## config.mk

```make
export PLATFORM = sky130hd
export DESIGN_NAME = uart_register_datagram_framer
export DESIGN_NICKNAME = d
export VERILOG_FILES = /design/src/sv/urdf_pkg.sv /design/src/sv/urdf_front.sv /design/src/sv/urdf_queue.sv /design/src/sv/urdf_back.sv /design/src/sv/uart_register_datagram_framer.sv
export VERILOG_INCLUDE_DIRS = /design/src /design/src/sv
export SDC_FILE = /design/constraint.sdc
export NUM_CORES = 1
export LEC_CHECK = 0
export BUFFER_PORTS_ARGS = -buffer_cell sky130_fd_sc_hd__buf_2
export CORE_ASPECT_RATIO = 1.2
export CORE_MARGIN = 3
export CORE_UTILIZATION = 55
export DETAILED_ROUTE_END_ITERATION = 10
export HOLD_SLACK_MARGIN = 0.02
export PLACE_DENSITY_LB_ADDON = 0.25
export SYNTH_ARGS = -nofsm -noshare
export SYNTH_HDL_FRONTEND = slang
export SYNTH_SLANG_ARGS = --single-unit
```

## constraint.sdc

```tcl
create_clock -name i_clk -period 4.33 [get_ports i_clk]
set_input_delay 0 -clock i_clk [delete_from_list [all_inputs] [get_ports i_clk]]
set_output_delay 0 -clock i_clk [all_outputs]
set_load 0.01 [all_outputs]
```

## src/sv/uart_register_datagram_framer_macros.svh

```systemverilog
// Assertion helpers used by the framer back end.
`ifndef UART_REGISTER_DATAGRAM_FRAMER_MACROS_SVH
`define UART_REGISTER_DATAGRAM_FRAMER_MACROS_SVH

// Check a property on every clock edge outside reset.
`define URDF_ASSERT(label, prop, msg) \
    label: assert property (@(posedge i_clk) disable iff (!i_rst_n) (prop)) \
        else $error(msg);

// Check a property on every clock edge, reset included.
`define URDF_ASSERT_ALWAYS(label, prop, msg) \
    label: assert property (@(posedge i_clk) (prop)) else $error(msg);

`endif

```

## src/sv/urdf_pkg.sv

```systemverilog
`timescale 1ns / 1ps
package urdf_pkg;

    localparam logic [7:0] SYNC_BYTE   = 8'h05;
    localparam logic [7:0] CRC_POLY    = 8'h07;
    localparam logic [7:0] MASTER_ADDR = 8'hff;
    localparam logic [7:0] WRITE_FLAG  = 8'h80;

    localparam logic [1:0] REQ_WRITE = 2'd0;
    localparam logic [1:0] REQ_READ  = 2'd1;
    localparam logic [1:0] REQ_RX    = 2'd2;
    localparam logic [1:0] REQ_NONE  = 2'd3;

    localparam logic KIND_TX    = 1'b0;
    localparam logic KIND_REPLY = 1'b1;

    localparam logic [2:0] ST_OK        = 3'd0;
    localparam logic [2:0] ST_REG_BIT7  = 3'd1;
    localparam logic [2:0] ST_BAD_MASTER = 3'd2;
    localparam logic [2:0] ST_BAD_SYNC  = 3'd3;
    localparam logic [2:0] ST_BAD_CRC   = 3'd4;

    // Byte position of the CRC within each datagram, and echo lengths in bytes
    localparam logic [2:0] TX_LAST_WRITE = 3'd7;
    localparam logic [2:0] TX_LAST_READ  = 3'd3;
    localparam logic [3:0] ECHO_WRITE    = 4'd8;
    localparam logic [3:0] ECHO_READ     = 4'd4;
    localparam logic [2:0] RX_CRC_POS    = 3'd7;

    localparam int BODY_BYTES  = 6;
    localparam int QUEUE_DEPTH = 2;
    localparam int QUEUE_PTR_W = $clog2(QUEUE_DEPTH);
    localparam int QUEUE_CNT_W = $clog2(QUEUE_DEPTH + 1);

    typedef struct packed {
        logic [1:0]  req_type;
        logic [7:0]  slave_addr;
        logic [6:0]  reg_addr;
        logic [31:0] write_data;
        logic [7:0]  rx_byte;
    } t_in;

    typedef struct packed {
        logic        result_kind;
        logic [7:0]  tx_byte;
        logic        last_byte;
        logic [6:0]  reply_reg;
        logic [31:0] reply_data;
        logic [2:0]  reply_status;
    } t_out;

    // Classified command: datagram body for requests, received byte in body[0]
    typedef struct packed {
        logic                       is_tx;
        logic                       is_write;
        logic [BODY_BYTES-1:0][7:0] body;
    } t_cmd;

    function automatic logic [7:0] crc8_feed(input logic [7:0] crc, input logic [7:0] data);
        logic [7:0] c;
        logic       fb;
        c = crc;
        for (int k = 0; k < 8; k++) begin
            fb = c[7] ^ data[k];
            c  = {c[6:0], 1'b0};
            if (fb) begin
                c = c ^ CRC_POLY;
            end
        end
        return c;
    endfunction

endpackage

```

## src/sv/urdf_front.sv

```systemverilog
`timescale 1ns / 1ps
module urdf_front (
    input  logic          i_in_valid,
    input  urdf_pkg::t_in i_in,
    input  logic          i_q_full,
    output logic          o_in_stall,
    output logic          o_push,
    output urdf_pkg::t_cmd o_cmd
);
    import urdf_pkg::*;

    assign o_in_stall = i_q_full;
    // Drop the unused request code without queueing anything
    assign o_push = i_in_valid && !i_q_full && (i_in.req_type != REQ_NONE);

    always_comb begin
        o_cmd = '0;
        unique case (i_in.req_type)
            REQ_WRITE: begin
                o_cmd.is_tx    = 1'b1;
                o_cmd.is_write = 1'b1;
                o_cmd.body[0]  = i_in.slave_addr;
                o_cmd.body[1]  = {1'b0, i_in.reg_addr} | WRITE_FLAG;
                o_cmd.body[2]  = i_in.write_data[31:24];
                o_cmd.body[3]  = i_in.write_data[23:16];
                o_cmd.body[4]  = i_in.write_data[15:8];
                o_cmd.body[5]  = i_in.write_data[7:0];
            end
            REQ_READ: begin
                o_cmd.is_tx   = 1'b1;
                o_cmd.body[0] = i_in.slave_addr;
                o_cmd.body[1] = {1'b0, i_in.reg_addr};
            end
            default: begin
                o_cmd.body[0] = i_in.rx_byte;
            end
        endcase
    end

endmodule

```

## src/sv/urdf_queue.sv

```systemverilog
`timescale 1ns / 1ps
module urdf_queue (
    input  logic           i_clk,
    input  logic           i_rst_n,
    input  logic           i_push,
    input  urdf_pkg::t_cmd i_cmd,
    input  logic           i_pop,
    output logic           o_full,
    output logic           o_valid,
    output urdf_pkg::t_cmd o_cmd
);
    import urdf_pkg::*;

    t_cmd                   r_mem [QUEUE_DEPTH];
    logic [QUEUE_PTR_W-1:0] r_wptr;
    logic [QUEUE_PTR_W-1:0] r_rptr;
    logic [QUEUE_CNT_W-1:0] r_count;

    assign o_full  = (r_count == QUEUE_CNT_W'(QUEUE_DEPTH));
    assign o_valid = (r_count != '0);
    assign o_cmd   = r_mem[r_rptr];

    always_ff @(posedge i_clk) begin
        if (i_push) begin
            r_mem[r_wptr] <= i_cmd;
        end
    end

    always_ff @(posedge i_clk) begin
        if (!i_rst_n) begin
            r_wptr  <= '0;
            r_rptr  <= '0;
            r_count <= '0;
        end else begin
            // Wrap at the last entry so any depth works
            if (i_push) begin
                r_wptr <= (r_wptr == QUEUE_PTR_W'(QUEUE_DEPTH - 1)) ? '0
                                                                   : r_wptr + QUEUE_PTR_W'(1);
            end
            if (i_pop) begin
                r_rptr <= (r_rptr == QUEUE_PTR_W'(QUEUE_DEPTH - 1)) ? '0
                                                                   : r_rptr + QUEUE_PTR_W'(1);
            end
            r_count <= r_count + QUEUE_CNT_W'(i_push) - QUEUE_CNT_W'(i_pop);
        end
    end

endmodule

```

## src/sv/urdf_back.sv

```systemverilog
`timescale 1ns / 1ps
module urdf_back (
    input  logic           i_clk,
    input  logic           i_rst_n,
    input  logic           i_cfg_we,
    input  logic           i_cfg_wdata,
    input  logic           i_q_valid,
    input  urdf_pkg::t_cmd i_q_cmd,
    output logic           o_pop,
    input  logic           i_out_stall,
    output logic           o_out_valid,
    output urdf_pkg::t_out o_out
);
    import urdf_pkg::*;
`include "uart_register_datagram_framer_macros.svh"

    logic                       r_echo_en;
    // transmit serializer
    logic                       r_busy;
    logic                       r_is_write;
    logic [2:0]                 r_pos;
    logic [7:0]                 r_tx_crc;
    logic [BODY_BYTES-1:0][7:0] r_body;
    // reply framing
    logic [3:0]                 r_echo_left;
    logic [2:0]                 r_rx_index;
    logic [7:0]                 r_rx_crc;
    logic [7:0]                 r_rx_sync;
    logic [7:0]                 r_rx_master;
    logic [7:0]                 r_rx_reg;
    logic [31:0]                r_rx_value;
    // output register
    logic                       r_out_valid;
    t_out                       r_out;

    logic       w_out_ready;
    logic       w_emit_tx;
    logic       w_tx_last;
    logic [2:0] w_last_pos;
    logic [2:0] w_body_idx;
    logic [7:0] w_tx_byte;
    logic [7:0] w_rx;
    logic [2:0] w_status;

    assign w_out_ready = !r_out_valid || !i_out_stall;
    assign o_pop       = !r_busy && i_q_valid && w_out_ready;
    assign w_emit_tx   = r_busy && w_out_ready;
    assign w_last_pos  = r_is_write ? TX_LAST_WRITE : TX_LAST_READ;
    assign w_tx_last   = (r_pos == w_last_pos);
    assign w_body_idx  = r_pos - 3'd1;
    assign w_tx_byte   = w_tx_last ? r_tx_crc : r_body[w_body_idx];
    assign w_rx        = i_q_cmd.body[0];

    always_comb begin
        priority if (r_rx_reg[7]) begin
            w_status = ST_REG_BIT7;
        end else if (r_rx_master != MASTER_ADDR) begin
            w_status = ST_BAD_MASTER;
        end else if (r_rx_sync != SYNC_BYTE) begin
            w_status = ST_BAD_SYNC;
        end else if (w_rx != r_rx_crc) begin
            w_status = ST_BAD_CRC;
        end else begin
            w_status = ST_OK;
        end
    end

    always_ff @(posedge i_clk) begin
        if (o_pop && i_q_cmd.is_tx) begin
            r_body <= i_q_cmd.body;
        end
        if (o_pop && !i_q_cmd.is_tx && r_echo_left == '0) begin
            unique case (r_rx_index)
                3'd0:    r_rx_sync   <= w_rx;
                3'd1:    r_rx_master <= w_rx;
                3'd2:    r_rx_reg    <= w_rx;
                3'd7:    ;
                default: r_rx_value  <= {r_rx_value[23:0], w_rx};
            endcase
        end
    end

    always_ff @(posedge i_clk) begin
        if (!i_rst_n) begin
            r_echo_en   <= 1'b1;
            r_busy      <= 1'b0;
            r_is_write  <= 1'b0;
            r_pos       <= '0;
            r_tx_crc    <= '0;
            r_echo_left <= '0;
            r_rx_index  <= '0;
            r_rx_crc    <= '0;
            r_out_valid <= 1'b0;
        end else begin
            if (i_cfg_we) begin
                r_echo_en <= i_cfg_wdata;
            end
            if (w_out_ready) begin
                r_out_valid <= 1'b0;
            end
            if (w_emit_tx) begin
                r_out             <= '0;
                r_out.result_kind <= KIND_TX;
                r_out.tx_byte     <= w_tx_byte;
                r_out.last_byte   <= w_tx_last;
                r_out_valid       <= 1'b1;
                r_tx_crc          <= crc8_feed(r_tx_crc, w_tx_byte);
                r_pos             <= r_pos + 3'd1;
                if (w_tx_last) begin
                    r_busy <= 1'b0;
                end
            end
            if (o_pop) begin
                if (i_q_cmd.is_tx) begin
                    // Send the sync byte now, the rest from the serializer
                    r_out             <= '0;
                    r_out.result_kind <= KIND_TX;
                    r_out.tx_byte     <= SYNC_BYTE;
                    r_out_valid       <= 1'b1;
                    r_busy            <= 1'b1;
                    r_is_write        <= i_q_cmd.is_write;
                    r_pos             <= 3'd1;
                    r_tx_crc          <= crc8_feed(8'h00, SYNC_BYTE);
                    r_rx_index        <= '0;
                    r_rx_crc          <= '0;
                    if (r_echo_en) begin
                        r_echo_left <= i_q_cmd.is_write ? ECHO_WRITE : ECHO_READ;
                    end else begin
                        r_echo_left <= '0;
                    end
                end else if (r_echo_left != '0) begin
                    r_echo_left <= r_echo_left - 4'd1;
                end else if (r_rx_index != RX_CRC_POS) begin
                    r_rx_crc   <= crc8_feed(r_rx_crc, w_rx);
                    r_rx_index <= r_rx_index + 3'd1;
                end else begin
                    r_out              <= '0;
                    r_out.result_kind  <= KIND_REPLY;
                    r_out.reply_reg    <= r_rx_reg[6:0];
                    r_out.reply_data   <= r_rx_value;
                    r_out.reply_status <= w_status;
                    r_out_valid        <= 1'b1;
                    r_rx_index         <= '0;
                    r_rx_crc           <= '0;
                end
            end
        end
    end

    assign o_out_valid = r_out_valid;
    assign o_out       = r_out;

    `URDF_ASSERT(a_echo_bound, r_echo_left <= ECHO_WRITE, "echo count above datagram length")
    `URDF_ASSERT(a_busy_pos, r_busy |-> (r_pos != 3'd0 && r_pos <= w_last_pos), "tx position out of range")
    `URDF_ASSERT(a_last_ends, (w_emit_tx && w_tx_last) |=> !r_busy, "serializer busy after CRC byte")
    `URDF_ASSERT(a_last_is_tx, (r_out_valid && r_out.last_byte) |-> (r_out.result_kind == KIND_TX), "last flag on a reply")

endmodule

```

## src/sv/uart_register_datagram_framer.sv

```systemverilog
`timescale 1ns / 1ps
// Single-wire UART register datagram framer and reply checker. A write request
// becomes the 8-byte datagram sync 0x05, slave, reg|0x80, four data bytes MSB
// first and a CRC-8 (poly 0x07, init 0, bytes fed LSB first); a read request
// becomes sync, slave, reg, CRC. Each received byte is one input transfer: after
// a request the echo of its datagram (8 or 4 bytes) is discarded when the echo
// configuration bit is set, then every 8 bytes produce one reply result with the
// register, the data and a status (register bit 7, master 0xff, sync, CRC, first
// failure wins). Rate: the back-end serializer sends one byte per cycle while the
// output is not stalled, so a write request gives 8 bytes of output and a read
// request 4; input transfers are taken while the back end works, until the
// two-entry command queue between front and back is full; results leave
// via an output register, so an output stall fills the queue and stalls input.
// Write the configuration register only while no transfer is in flight.
module uart_register_datagram_framer (
    input  logic           i_clk,
    input  logic           i_rst_n,
    input  logic           i_cfg_we,
    input  logic           i_cfg_wdata,
    input  logic           i_in_valid,
    output logic           o_in_stall,
    input  urdf_pkg::t_in  i_in,
    output logic           o_out_valid,
    input  logic           i_out_stall,
    output urdf_pkg::t_out o_out
);
    import urdf_pkg::*;

    logic w_q_full;
    logic w_push;
    logic w_pop;
    logic w_q_valid;
    t_cmd w_cmd_in;
    t_cmd w_cmd_out;

    // Classify each transfer and build the datagram body
    urdf_front u_front (
        .i_in_valid (i_in_valid),
        .i_in       (i_in),
        .i_q_full   (w_q_full),
        .o_in_stall (o_in_stall),
        .o_push     (w_push),
        .o_cmd      (w_cmd_in)
    );

    // Hold commands so front and back stall independently
    urdf_queue u_queue (
        .i_clk   (i_clk),
        .i_rst_n (i_rst_n),
        .i_push  (w_push),
        .i_cmd   (w_cmd_in),
        .i_pop   (w_pop),
        .o_full  (w_q_full),
        .o_valid (w_q_valid),
        .o_cmd   (w_cmd_out)
    );

    // Serialize datagrams, skip echo, frame and check replies
    urdf_back u_back (
        .i_clk       (i_clk),
        .i_rst_n     (i_rst_n),
        .i_cfg_we    (i_cfg_we),
        .i_cfg_wdata (i_cfg_wdata),
        .i_q_valid   (w_q_valid),
        .i_q_cmd     (w_cmd_out),
        .o_pop       (w_pop),
        .i_out_stall (i_out_stall),
        .o_out_valid (o_out_valid),
        .o_out       (o_out)
    );

endmodule
```

==> results of run 1 <==
==> per-layer routing <==
layer	up-vias	share of wire, %
met3	32	5.1
met2	192	50
met1	3381	43
met4	0	1.9
met5	-	0
li1	3185	-
==> critical path: stages (launching register included) <==
cell and delay [ns]:
dfxtp_1 0.31, buf_4 0.28, inv_1 0.08, ha_1 0.65, mux4_2 0.39, nand2_1 0.10, a31oi_2 0.13, xnor2_1 0.35
xnor3_2 0.35, xnor2_1 0.15, or3_1 0.32, a21oi_1 0.15
==> placed cells by master, fill, tap and decap left out, types with 21 or more instances in the layout <==
cell / n
dfxtp_1: 34
clkbuf_16: 27
mux2_2: 55
a22o_1: 47
xnor2_1: 43
nor2_1: 34
edfxtp_1: 254
dlygate4sd3_1: 64
inv_1: 21
and2_1: 37
buf_2: 116
==> metrics by stage <==
step                      cell area [sq um]  cells  setup WS, ns  util (%)  hold WS (ns)
after floorplan                       11900    748        0.9470         -       0.06194
after global placement                12760   1112         1.146     60.44        0.2175
after detailed placement              12760   1112        0.9972     60.44        0.2214
after CTS                             14200   1224        0.9782     67.23        0.3077
after global routing                  14200   1224        0.7851     67.23        0.3269
final                                 14200   1224         1.007     67.23        0.3241
==> worst paths after layout <==
check | startpoint | endpoint | slack [ns] | cells past startpoint
worst max-delay path | u_back.r_pos[0]$_SDFF_PN0_ | u_back.r_tx_crc[1]$_SDFF_PN0_ | 1.01 | 11
worst min-delay path | i_in[23] | u_queue.r_mem[0][39]$_DFFE_PP_ | 0.32 | 3
worst max register to register | u_back.r_pos[0]$_SDFF_PN0_ | u_back.r_tx_crc[1]$_SDFF_PN0_ | 1.01 | 11
worst min register to register | u_back.r_rx_value[18]$_DFFE_PP_ | u_back.r_rx_value[26]$_DFFE_PP_ | 0.45 | 0
==> timing repair <==
action | in CTS | in global routing
endpoints found under the hold margin | 109 | 0
hold buffers | 64 | 0
setup buffers | 0 | 0
==> logic make-up (layout without fill, tap and decap cells) <==
logic type | count (synthesis) | in the layout | synth area share (%)
compound gates | 106 | 106 | 7.172
buf+inv | 57 | 263 | 2.061
flops | 289 | 289 | 70.00
simple gates | 148 | 148 | 6.468
fa+ha+maj | 10 | 10 | 1.052
mux | 77 | 77 | 7.898
xor+xnor | 61 | 61 | 5.353
==> area by class of cell <==
type                    count  area (sq um)  share of cell area, %
flip-flops and latches    289          8329                  58.67
multi-input cells         402          3343                  23.55
repair buffers            191          1304                  9.183
clock buffers              34         701.9                  4.944
well taps                 270         337.8                  2.379
clock inverters            14         91.34                 0.6433
inverters                  24         90.09                 0.6345
==> where the power goes <==
part | switching, mW | total [mW] | internal (mW)
clock network | 0.950 | 2.15 | 1.20
logic | 1.60 | 3.07 | 1.46
registers | 0.309 | 4.04 | 3.73
total | 2.86 | 9.25 | 6.39
==> results list, run 1 <==
- Counting I/O delays and the setup requirement, the final critical path takes 3.323 ns.
- The final layout contains 1008 nets.
- Clock tree synthesis selected as its root buffer the cell clkbuf_16.
- Part of the cycle the worst path needs: 76.74%
* Peak ir drop on the vdd network: 0.4406 mV
- In the routed design, unresolved DRC markers number 0.
- Post-detailed-route via-to-cell ratio: 5.547
* Fillers: 1455
- Placeable Area: 21120 sq um
* Final-report max-slew violation count: 0
- Met1 demand-to-capacity share in global routing: 26.94%
* Cell Rows: 58
- Maximum fanout along the worst path: 19
- No sink is reached through more buffers than the 3 on the longest clock path.
- Area of the mapped netlist: 11900 sq um
- Final Power: 9.255 mW
* Transition time at the pin with the least slew margin: 1.219 ns
- Worst-case headroom to the max-slew limit: 18.75%
- After synthesis, the largest area contributor takes up 64.11% of total cell area.
- Weighted congestion at the end of routability-driven global placement: 0.7869
- The run finished with clean final reports.
* Most common cell in the netlist: edfxtp_1
- Number of buffers inserted during clock tree synthesis: 27
- After detailed routing, the average wire length per cell comes to 19.14 um.
* Commonest register cell after synthesis: edfxtp_1
- Post-route ant nets: 0
- Setup repair after global routing left no endpoint under its margin.
- Length of the first detailed-routing pass in iterations: 4
* Total length of routed wires: 23430 um
- H-tree level count: 1
* Endpoint arrival time on the critical path: 3.77 ns
- The setup path with the least slack is of type register to register.
* Number of flops mapped to enable cells by yosys: 254
* Total number of yosys warnings: 0
- Initial antenna violation count: 0
- Die height: 167.1 um
- The tool flagged a number of max-cap violations equal to 0.
* Die Footprint: 23440 sq um
* Element type at the critical path start: register
* Post-route clock skew: 0.01134 ns
- In this run the power density over the cells is 651.9 nW/um^2.
- Number of distinct library cells after synthesis: 54
* Portion of the post-synthesis area used by sequential elements: 70.00%
- Derived from the worst setup path, the maximum achievable clock frequency is 301.0 MHz.
- Number of diodes: 0
- By count the netlist is led by edfxtp_1, mux2_2, a22o_1, xnor2_1, and2_1.
- Area leader, netlist: edfxtp_1
- First-pass GRT wire length: 37320 um
- Setup violations remaining at the end of the flow were counted as 0.
* Area added between synthesis and finish: 19.33%
- Hold Violations, Final: 0
- Buffers placed on the I/O ports in this run total 116.
- Ranked by flip-flop count, first place goes to u_queue.r_mem.
* Mean instance size in the synthesized netlist: 15.91 sq um
- Post-detail-place hpwl: 15160 um
* Layout cell share with drive strength beyond 1: 26.73%
- Global routing used 19.65% of the available tracks.
- Met3 Resource Use GR: 2.999%
- Entering global routing, the biggest net connects 54 pins.
- Category of the worst setup path capture point: register
- The clock drives 289 sinks.
- Clock latency reported for the late side of the worst-skew pair: 0.52 ns
* TritonCTS clock tree: done
- Setup TNS: 0 ns
* Top Ports: 117
- Clock-pin transition on the worst setup and hold timing paths: 0.07 ns
* Number of register bits inferred by synthesis: 289
- In the synthesized netlist the async set-or-reset flop fraction comes to 0%.
- Gates resized during post-CTS repair numbered 0.
- Layer carrying the most global-route usage: met2
* Cells after Synth: 748
* Initial Util: 56.34%
- Global routing consumed, on the met2 layer, 33.27% of the routing resources.
- The register with the most flip-flops in the layout has 98 of them.
* Type of the tightest min-delay check: input port to register
- After global routing the overflow that remains totals 0.
- The detailed router placed 6790 vias in this run.
- Leakage power summed over all cells: 5.100 nW
- At the worst endpoint, the required time is 4.78 ns.
* Vias in the first global route: 7119
- Horizontal extent of the die: 140.3 um
- Main area contributors after synthesis: edfxtp_1, dfxtp_1, mux2_2, a22o_1, xnor2_1
- Total nets after synthesis: 821
- In this run, the number of DRC markers left after iteration 0 of detailed routing was 484.
(Power assumes the default switching activity.)
==> run 2: changes to the inputs <==
- clock period: 4.33 -> 3.5 ns (I/O delays scaled with it)
==> results list, run 2 (same netlist as run 1, synthesis figures left out) <==
* H-tree level count: 1 (unchanged)
* Layout cell share with drive strength beyond 1: 27.45% (+0.72 points)
- Max reg flops: 98 (unchanged)
- Max Cap Viol: 0 (unchanged)
* Clock-pin transition on the worst setup and hold timing paths: 0.06 ns (about the same)
- The signal arrival time at the worst endpoint came to 3.38 ns (-0.39 ns).
- Flop-to-flop setup slack: 0.57 ns (-0.43 ns)
- Placeable Area: 21120 sq um (unchanged)
- The number of setup violations in the final report came to 0 (unchanged).
- The top-level port count was 117 (unchanged).
* Largest incremental delay on the critical path: 0.48 ns (-0.17 ns)
- Part of the cycle the worst path needs: 83.59% (+6.8 points)
- The layer flagged by global routing as most heavily used is met2.
* Cell count of the worst hold path: 3 (unchanged)
- Clock latency reported for the late side of the worst-skew pair: 0.53 ns (about the same)
- The iteration count of the initial detailed-routing pass was 5 (+1).
- The number of buffers on the longest clock path came to 3 (unchanged).
- Number of diodes: 0 (unchanged)
* Initial antenna violation count: 0 (unchanged)
- The post-CTS setup-driven buffer insertion count is 0 (unchanged).
- The antenna violation net count after detailed routing was 0 (unchanged).
- Horizontal extent of the die: 140.3 um (unchanged)
- The post-layout minimum cycle time came to 2.926 ns (-0.3972 ns).
* Count of vias placed by the detailed router: 6773 (-0.25%)
* Weighted congestion at the end of routability-driven global placement: 0.8333 (+5.9%)
* Root buffer cell: clkbuf_16
* Crit path cell chain: inv_1, ha_1, buf_4, mux4_2, a22oi_1, a21oi_2, xnor3_2, xnor2_1, or3_1, a21oi_1
- In this run the critical register-to-register path is captured at u_back.r_tx_crc[1]$_SDFF_PN0_.
- Remaining Overflow, GRT: 0 (unchanged)
- The overall track demand over capacity in global routing was 19.64% (about the same).
* Startpoint of the tightest hold check path: i_in[24]
- Starting DRC count in detailed routing: 463 (-4.3%)
- Final worst setup slack: 0.5744 ns (-0.4328 ns)
- The highest attainable clock frequency came to 341.8 MHz (+14%).
* Cell Rows: 58 (unchanged)
- Startpoint of the worst register-to-register path: u_back.r_pos[1]$_SDFF_PN0_
- Kind of cell adding the most delay to the critical path: compound AO/OA/AOI/OAI gates
- The worst setup path is launched from a register.
- TritonCTS clock tree: done
* Slowest stage cell on the critical path: ha_1
- Post-detail-place hpwl: 14720 um (-2.9%)
- The total length of routed wires came to 23120 um (-1.3%).
- The run finished with clean final reports.
- First-pass GRT wire length: 36900 um (-1.1%)
* Worst Setup Slack post-DPL: 0.6220 ns (-0.3753 ns)
- The number of buffers created by CTS was 28 (+3.7%).
* Worst-case headroom to the max-slew limit: 18.11% (-0.65 points)
- Leakage power summed over all cells: 5.164 nW (+1.2%)
- The routed via count divided by cell count was 5.515 (-0.58%).
* Fillers: 1403 (-3.6%)
- Clk sink count: 289 (unchanged)
- Transition time at the pin with the least slew margin: 1.228 ns (+0.009684 ns)
- Leaving out fill and tap cells, the most frequent cells in the layout are edfxtp_1, buf_2, dlygate4sd3_1.
- The worst setup path is captured at a register.
- The routed wirelength normalized by instance count is 18.83 um (-1.6%).
* GR Layer Usage met2: 33.94% (+0.67 points)
* Worst Path Class, Setup: register to register
- The path with the worst hold slack has its endpoint at u_queue.r_mem[0][24]$_DFFE_PP_.
- Peak ir drop on the vdd network: 0.5001 mV (+13%)
- The number of gates resized after cts was 0 (unchanged).
- Relative to the synthesized area, the layout overhead comes to 20.50%.
- The final hold violation count is 0 (unchanged).
- Type of the tightest min-delay check: input port to register
* Setup TNS: 0 ns (unchanged)
- The met1 track demand over resource in global routing came to 25.94% (-1.0 points).
* Post-route clock skew: 0.01098 ns (-0.0003575 ns)
- The maximum number of pins on one net before global-route repair was 53 (-1.9%).
- The effective utilization at floorplan was 56.34% (unchanged).
* Utilization after layout: 67.89% (+0.66 points)
* Maximum fanout along the worst path: 10 (-9)
- Biggest register: u_queue.r_mem
- Depth of the most critical reg-to-reg path: 10 (-1)
* Die Footprint: 23440 sq um (unchanged)
- The net count of the finished layout was 1011 (+0.30%).
- The post-detailed-route DRC marker count was 0 (unchanged).
- Most common library cell in the layout ignoring fill and taps: edfxtp_1
* Die height: 167.1 um (unchanged)
- Setup repair after global routing left no endpoint under its margin.
* Pwr Density: 820.1 nW/um^2 (+26%)
* Critical path data required time: 3.96 ns (-0.82 ns)
- The buffering stage count on the worst path with inverters included came to 2 (unchanged).
- Vias in the first global route: 6991 (-1.8%)
- The max-slew violation count was 0 (unchanged).
- The number of port buffers is 116 (unchanged).
- The global routing usage on met3 was 2.685% (-0.31 points).
run 2: layer usage:
| layer | wire (um) | part of all wire, % | vias to the layer above |
|---|---|---|---|
| li1 | - | - | 3198 |
| met1 | 9639 | 42 | 3333 |
| met2 | 11760 | 51 | 202 |
| met3 | 1068 | 4.6 | 40 |
| met4 | 658 | 2.8 | 0 |
| met5 | 0 | 0 | - |
run 2: area by class of cell:
cell class / count / area (sq um) / share of cell area [%]
clock inverters: 15 / 158.9 / 1.108
clock buffers: 35 / 758.2 / 5.289
flip-flops and latches: 289 / 8329 / 58.10
repair buffers: 193 / 1319 / 9.199
well taps: 270 / 337.8 / 2.356
multi-input cells: 402 / 3343 / 23.32
inverters: 24 / 90.09 / 0.6284
run 2: timing repair:
item                                   in CTS  in global routing
endpoints found under the hold margin     109                  0
hold buffers                               65                  0
setup endpoints to repair                   0                  0
run 2: worst reg2reg max path, delay by kind of cell (launching register included):
family | cells | cell delay, ns
AOI/OAI and AO/OA | 3 | 0.58
xor gates and xnor gates | 2 | 0.56
adders and majority gates | 1 | 0.48
buffers and inverters | 2 | 0.30
DFF | 1 | 0.35
muxes | 1 | 0.29
and+or+nand+nor | 1 | 0.31
run 2: power breakdown:
part           switching, mW  internal, mW
sequential             0.365          4.61
clock                   1.22          1.75
combinational           2.00          1.81
run 2: worst max-delay path by stage:
stage,startpoint,to,slack [ns],cells past startpoint
floorplan,u_queue.r_count[1]$_SDFF_PN0_,u_queue.r_mem[0][0]$_DFFE_PP_,0.12,3
global placement,u_back.r_pos[1]$_SDFF_PN0_,u_back.r_tx_crc[1]$_SDFF_PN0_,0.71,10
detailed placement,u_back.r_pos[1]$_SDFF_PN0_,u_back.r_tx_crc[1]$_SDFF_PN0_,0.62,10
CTS,u_back.r_pos[1]$_SDFF_PN0_,u_back.r_tx_crc[1]$_SDFF_PN0_,0.60,10
global route,u_back.r_pos[1]$_SDFF_PN0_,u_back.r_tx_crc[1]$_SDFF_PN0_,0.42,10
finish,u_back.r_pos[1]$_SDFF_PN0_,u_back.r_tx_crc[1]$_SDFF_PN0_,0.57,10
run 2: stage by stage:
step / hold slack, ns / area [sq um] / std cells / power (mW)
after detailed placement: 0.2211 / 12760 / 1112 / 8.785
after floorplan: 0.06194 / 11900 / 748 / 7.857
after global routing: 0.3234 / 14340 / 1228 / 12.39
after global placement: 0.2189 / 12760 / 1112 / 8.666
after CTS: 0.2933 / 14330 / 1227 / 11.83
final: 0.3132 / 14340 / 1228 / 11.76
==> run 3: changes to the inputs <==
- CORE_UTILIZATION: 55 -> 53
- clock period: 3.5 -> 2.4 ns (I/O delays scaled with it)
==> results list, run 3 (same netlist as run 1, synthesis figures left out) <==
- The max-slew violation count came to 0 (unchanged).
- The number of levels in the clock H-tree is 1 (unchanged).
- Maximum number of pins on one net before global-route repair: 53 (unchanged)
* Biggest register: u_queue.r_mem
* Vias in the first global route: 7210 (+3.1%)
* Worst hold-check slack: 0.08033 ns (-0.2329 ns)
- Final routed DRC violation total: 0 (unchanged)
- Area after DPL: 13090 sq um (+2.5%)
- The hold-critical path depth was 3 (unchanged).
- The overall track demand over capacity in global routing was 19.31% (-0.33 points).
- Clk sink count: 289 (unchanged)
- The highest attainable clock frequency is 415.1 MHz (+21%).
* Final worst setup slack: -0.009099 ns (-0.5835 ns)
* Category of the worst setup path capture point: register
- Top Ports: 117 (unchanged)
- Final setup vio count: 1 (+1)
* Routed length per placed instance: 18.60 um (-1.2%)
- The post-layout minimum cycle time came to 2.409 ns (-0.5165 ns).
- The number of flip-flops under the largest register name came to 98 (unchanged).
* First-pass GRT wire length: 37490 um (+1.6%)
* Element type at the critical path start: register
* Outcome: complete, but fails checks
- Post-detailed-route via-to-cell ratio: 5.431 (-1.5%)
- Clock-pin transition on the worst setup and hold timing paths: 0.07 ns (about the same)
* Part of the cycle the worst path needs: 100.4% (+17 points)
* Violated checks: setup timing
- Hold Violations, Final: 0 (unchanged)
- Initial Util: 54.45% (-1.9 points)
- The met1 track demand over resource in global routing came to 25.99% (+0.054 points).
- The depth of the worst register-to-register path is 10 (unchanged).
- Layout cell share with drive strength beyond 1: 31.08% (+3.6 points)
- Fillers: 1485 (+5.8%)
* Area added between synthesis and finish: 24.56%
* Post-route clock skew: 0.008440 ns (-0.002544 ns)
- The normalized max-slew margin is 53.11% (+35 points).
- Critical path data required time: 2.86 ns (-1.10 ns)
- The startpoint identified for the worst register-to-register timing path is u_back.r_pos[0]$_SDFF_PN0_.
- Remaining Overflow, GRT: 0 (unchanged)
- Reg-to-reg critical path endpoint: u_back.r_tx_crc[1]$_SDFF_PN0_
- The standard-cell row count is 59 (+1.7%).
- The library cells used most frequently in the layout, excluding fill and tap cells, are edfxtp_1, buf_2, dlygate4sd3_1.
- Endpoint arrival time on the critical path: 2.87 ns (-0.51 ns)
- Count of buffers from port buffering: 116 (unchanged)
- The antenna diode count came to 0 (unchanged).
- The peak ir drop on the vdd network came to 0.6940 mV (+39%).
* Weighted congestion at the end of routability-driven global placement: 0.8596 (+3.2%)
* Setup TNS: -0.009099 ns (-0.009099 ns)
- Post-route ant nets: 0 (unchanged)
- The pin slew with the least headroom to its limit is 0.7034 ns (-0.5250 ns).
- Total length of routed wires: 23530 um (+1.8%)
- The core footprint was 21850 sq um (+3.5%).
- The die span in y is 170.1 um (+1.8%).
- Clk buf depth: 3 (unchanged)
- Pwr Density: 1226 nW/um^2 (+49%)
* Post-layout net count: 1043 (+3.2%)
- Flop-to-flop setup slack: -0.009 ns (-0.58 ns)
- The width of the die is 142.8 um (+1.8%).
- Worst Path Class, Setup: register to register
- For hold timing, the worst endpoint is u_back.r_tx_crc[1]$_SDFF_PN0_.
- TritonCTS built the clock tree.
- Die Footprint: 24290 sq um (+3.6%)
- The worst hold path begins at i_rst_n.
* Most common library cell in the layout ignoring fill and taps: edfxtp_1
* Maximum fanout along the worst path: 6 (-4)
* Number of buffers inserted during clock tree synthesis: 28 (unchanged)
- Layer carrying the most global-route usage: met2
- Post-detail-place hpwl: 15310 um (+4.0%)
- Count of vias placed by the detailed router: 6870 (+1.4%)
* GR Layer Usage met2: 32.93% (-1.0 points)
- Initial antenna violation count: 1 (+1)
- Max Cap Viol: 0 (unchanged)
- Root buffer cell: clkbuf_16
- The global routing usage on met3 was 3.288% (+0.60 points).
* Final design instance area without fill: 14820 sq um (+3.4%)
* Type of the tightest min-delay check: input port to register
- The clock latency on the worst-skew pair is 0.53 ns (about the same).
* Leakage power summed over all cells: 5.383 nW (+4.2%)
- RSZ-0062 raised after global routing: yes
* Length of the first detailed-routing pass in iterations: 5 (unchanged)
- Starting DRC count in detailed routing: 453 (-2.2%)
-- run 3: per-layer routing --
metal	vias up	part of all wire [%]	routed length (um)
met3	42	4.9	1156
li1	3255	-	-
met4	0	2.0	476
met2	205	50	11880
met5	-	0	0
met1	3368	43	10020
-- run 3: repair_timing --
| item | 4_1_cts | 5_1_grt |
|---|---|---|
| setup buffers | 9 | 2 |
| hold endpoints to repair | 108 | 0 |
| pin swaps | 16 | 7 |
| hold buffers | 64 | 0 |
| setup endpoints to repair | 5 | 42 |
| resized for setup | 9 | 8 |
-- run 3: how the worst max path moves through the flow --
stage,startpoint,end,slack [ns],depth (start not counted)
floorplan,u_back.r_pos[0]$_SDFF_PN0_,u_back.r_tx_crc[1]$_SDFF_PN0_,-0.23,13
global placement,u_back.r_pos[0]$_SDFF_PN0_,u_back.r_tx_crc[1]$_SDFF_PN0_,0.02,9
detailed placement,u_back.r_pos[0]$_SDFF_PN0_,u_back.r_tx_crc[1]$_SDFF_PN0_,-0.09,9
CTS,u_back.r_pos[0]$_SDFF_PN0_,u_back.r_tx_crc[1]$_SDFF_PN0_,-0.004,9
global route,u_back.r_pos[0]$_SDFF_PN0_,u_back.r_tx_crc[1]$_SDFF_PN0_,-0.11,9
finish,u_back.r_pos[0]$_SDFF_PN0_,u_back.r_tx_crc[1]$_SDFF_PN0_,-0.009,10
-- run 3: power by group --
part           leakage (nW)  internal (mW)  switching (mW)  total (mW)
Sequential             2.68           6.72           0.552        7.28
Clock                 0.448           2.63            1.76        4.39
Combinational          2.25           3.29            3.20        6.50
-- run 3: through the flow --
stage	util (%)	setup slack (ns)	instances	total power, mW
finish	67.82	-0.009099	1265	18.16
global route	67.82	-0.1089	1265	19.10
CTS	67.54	-0.004330	1263	18.11
detailed placement	59.88	-0.09065	1139	13.46
global placement	59.88	0.01884	1139	13.18
floorplan	-	-0.2282	748	11.67
-- run 3: cell type report --
| type | instances | area (sq um) | share of cell area (%) |
|---|---|---|---|
| sequential | 289 | 8334 | 56.24 |
| timing repair buffer | 225 | 1638 | 11.05 |
| clock inverter | 14 | 162.7 | 1.098 |
| clock buffer | 37 | 755.7 | 5.100 |
| multi-input combinational | 402 | 3491 | 23.56 |
| inverter | 24 | 95.09 | 0.6417 |
| tap | 274 | 342.8 | 2.313 |
-- run 3: worst max-delay path: stages, from the launching register on --
cell	delay [ns]
dfxtp_4	0.38
inv_4	0.04
ha_4	0.30
mux4_2	0.31
nand2_2	0.10
a31oi_4	0.10
xnor2_2	0.18
xnor3_2	0.29
xnor2_1	0.15
or3_1	0.34
a21oi_2	0.13
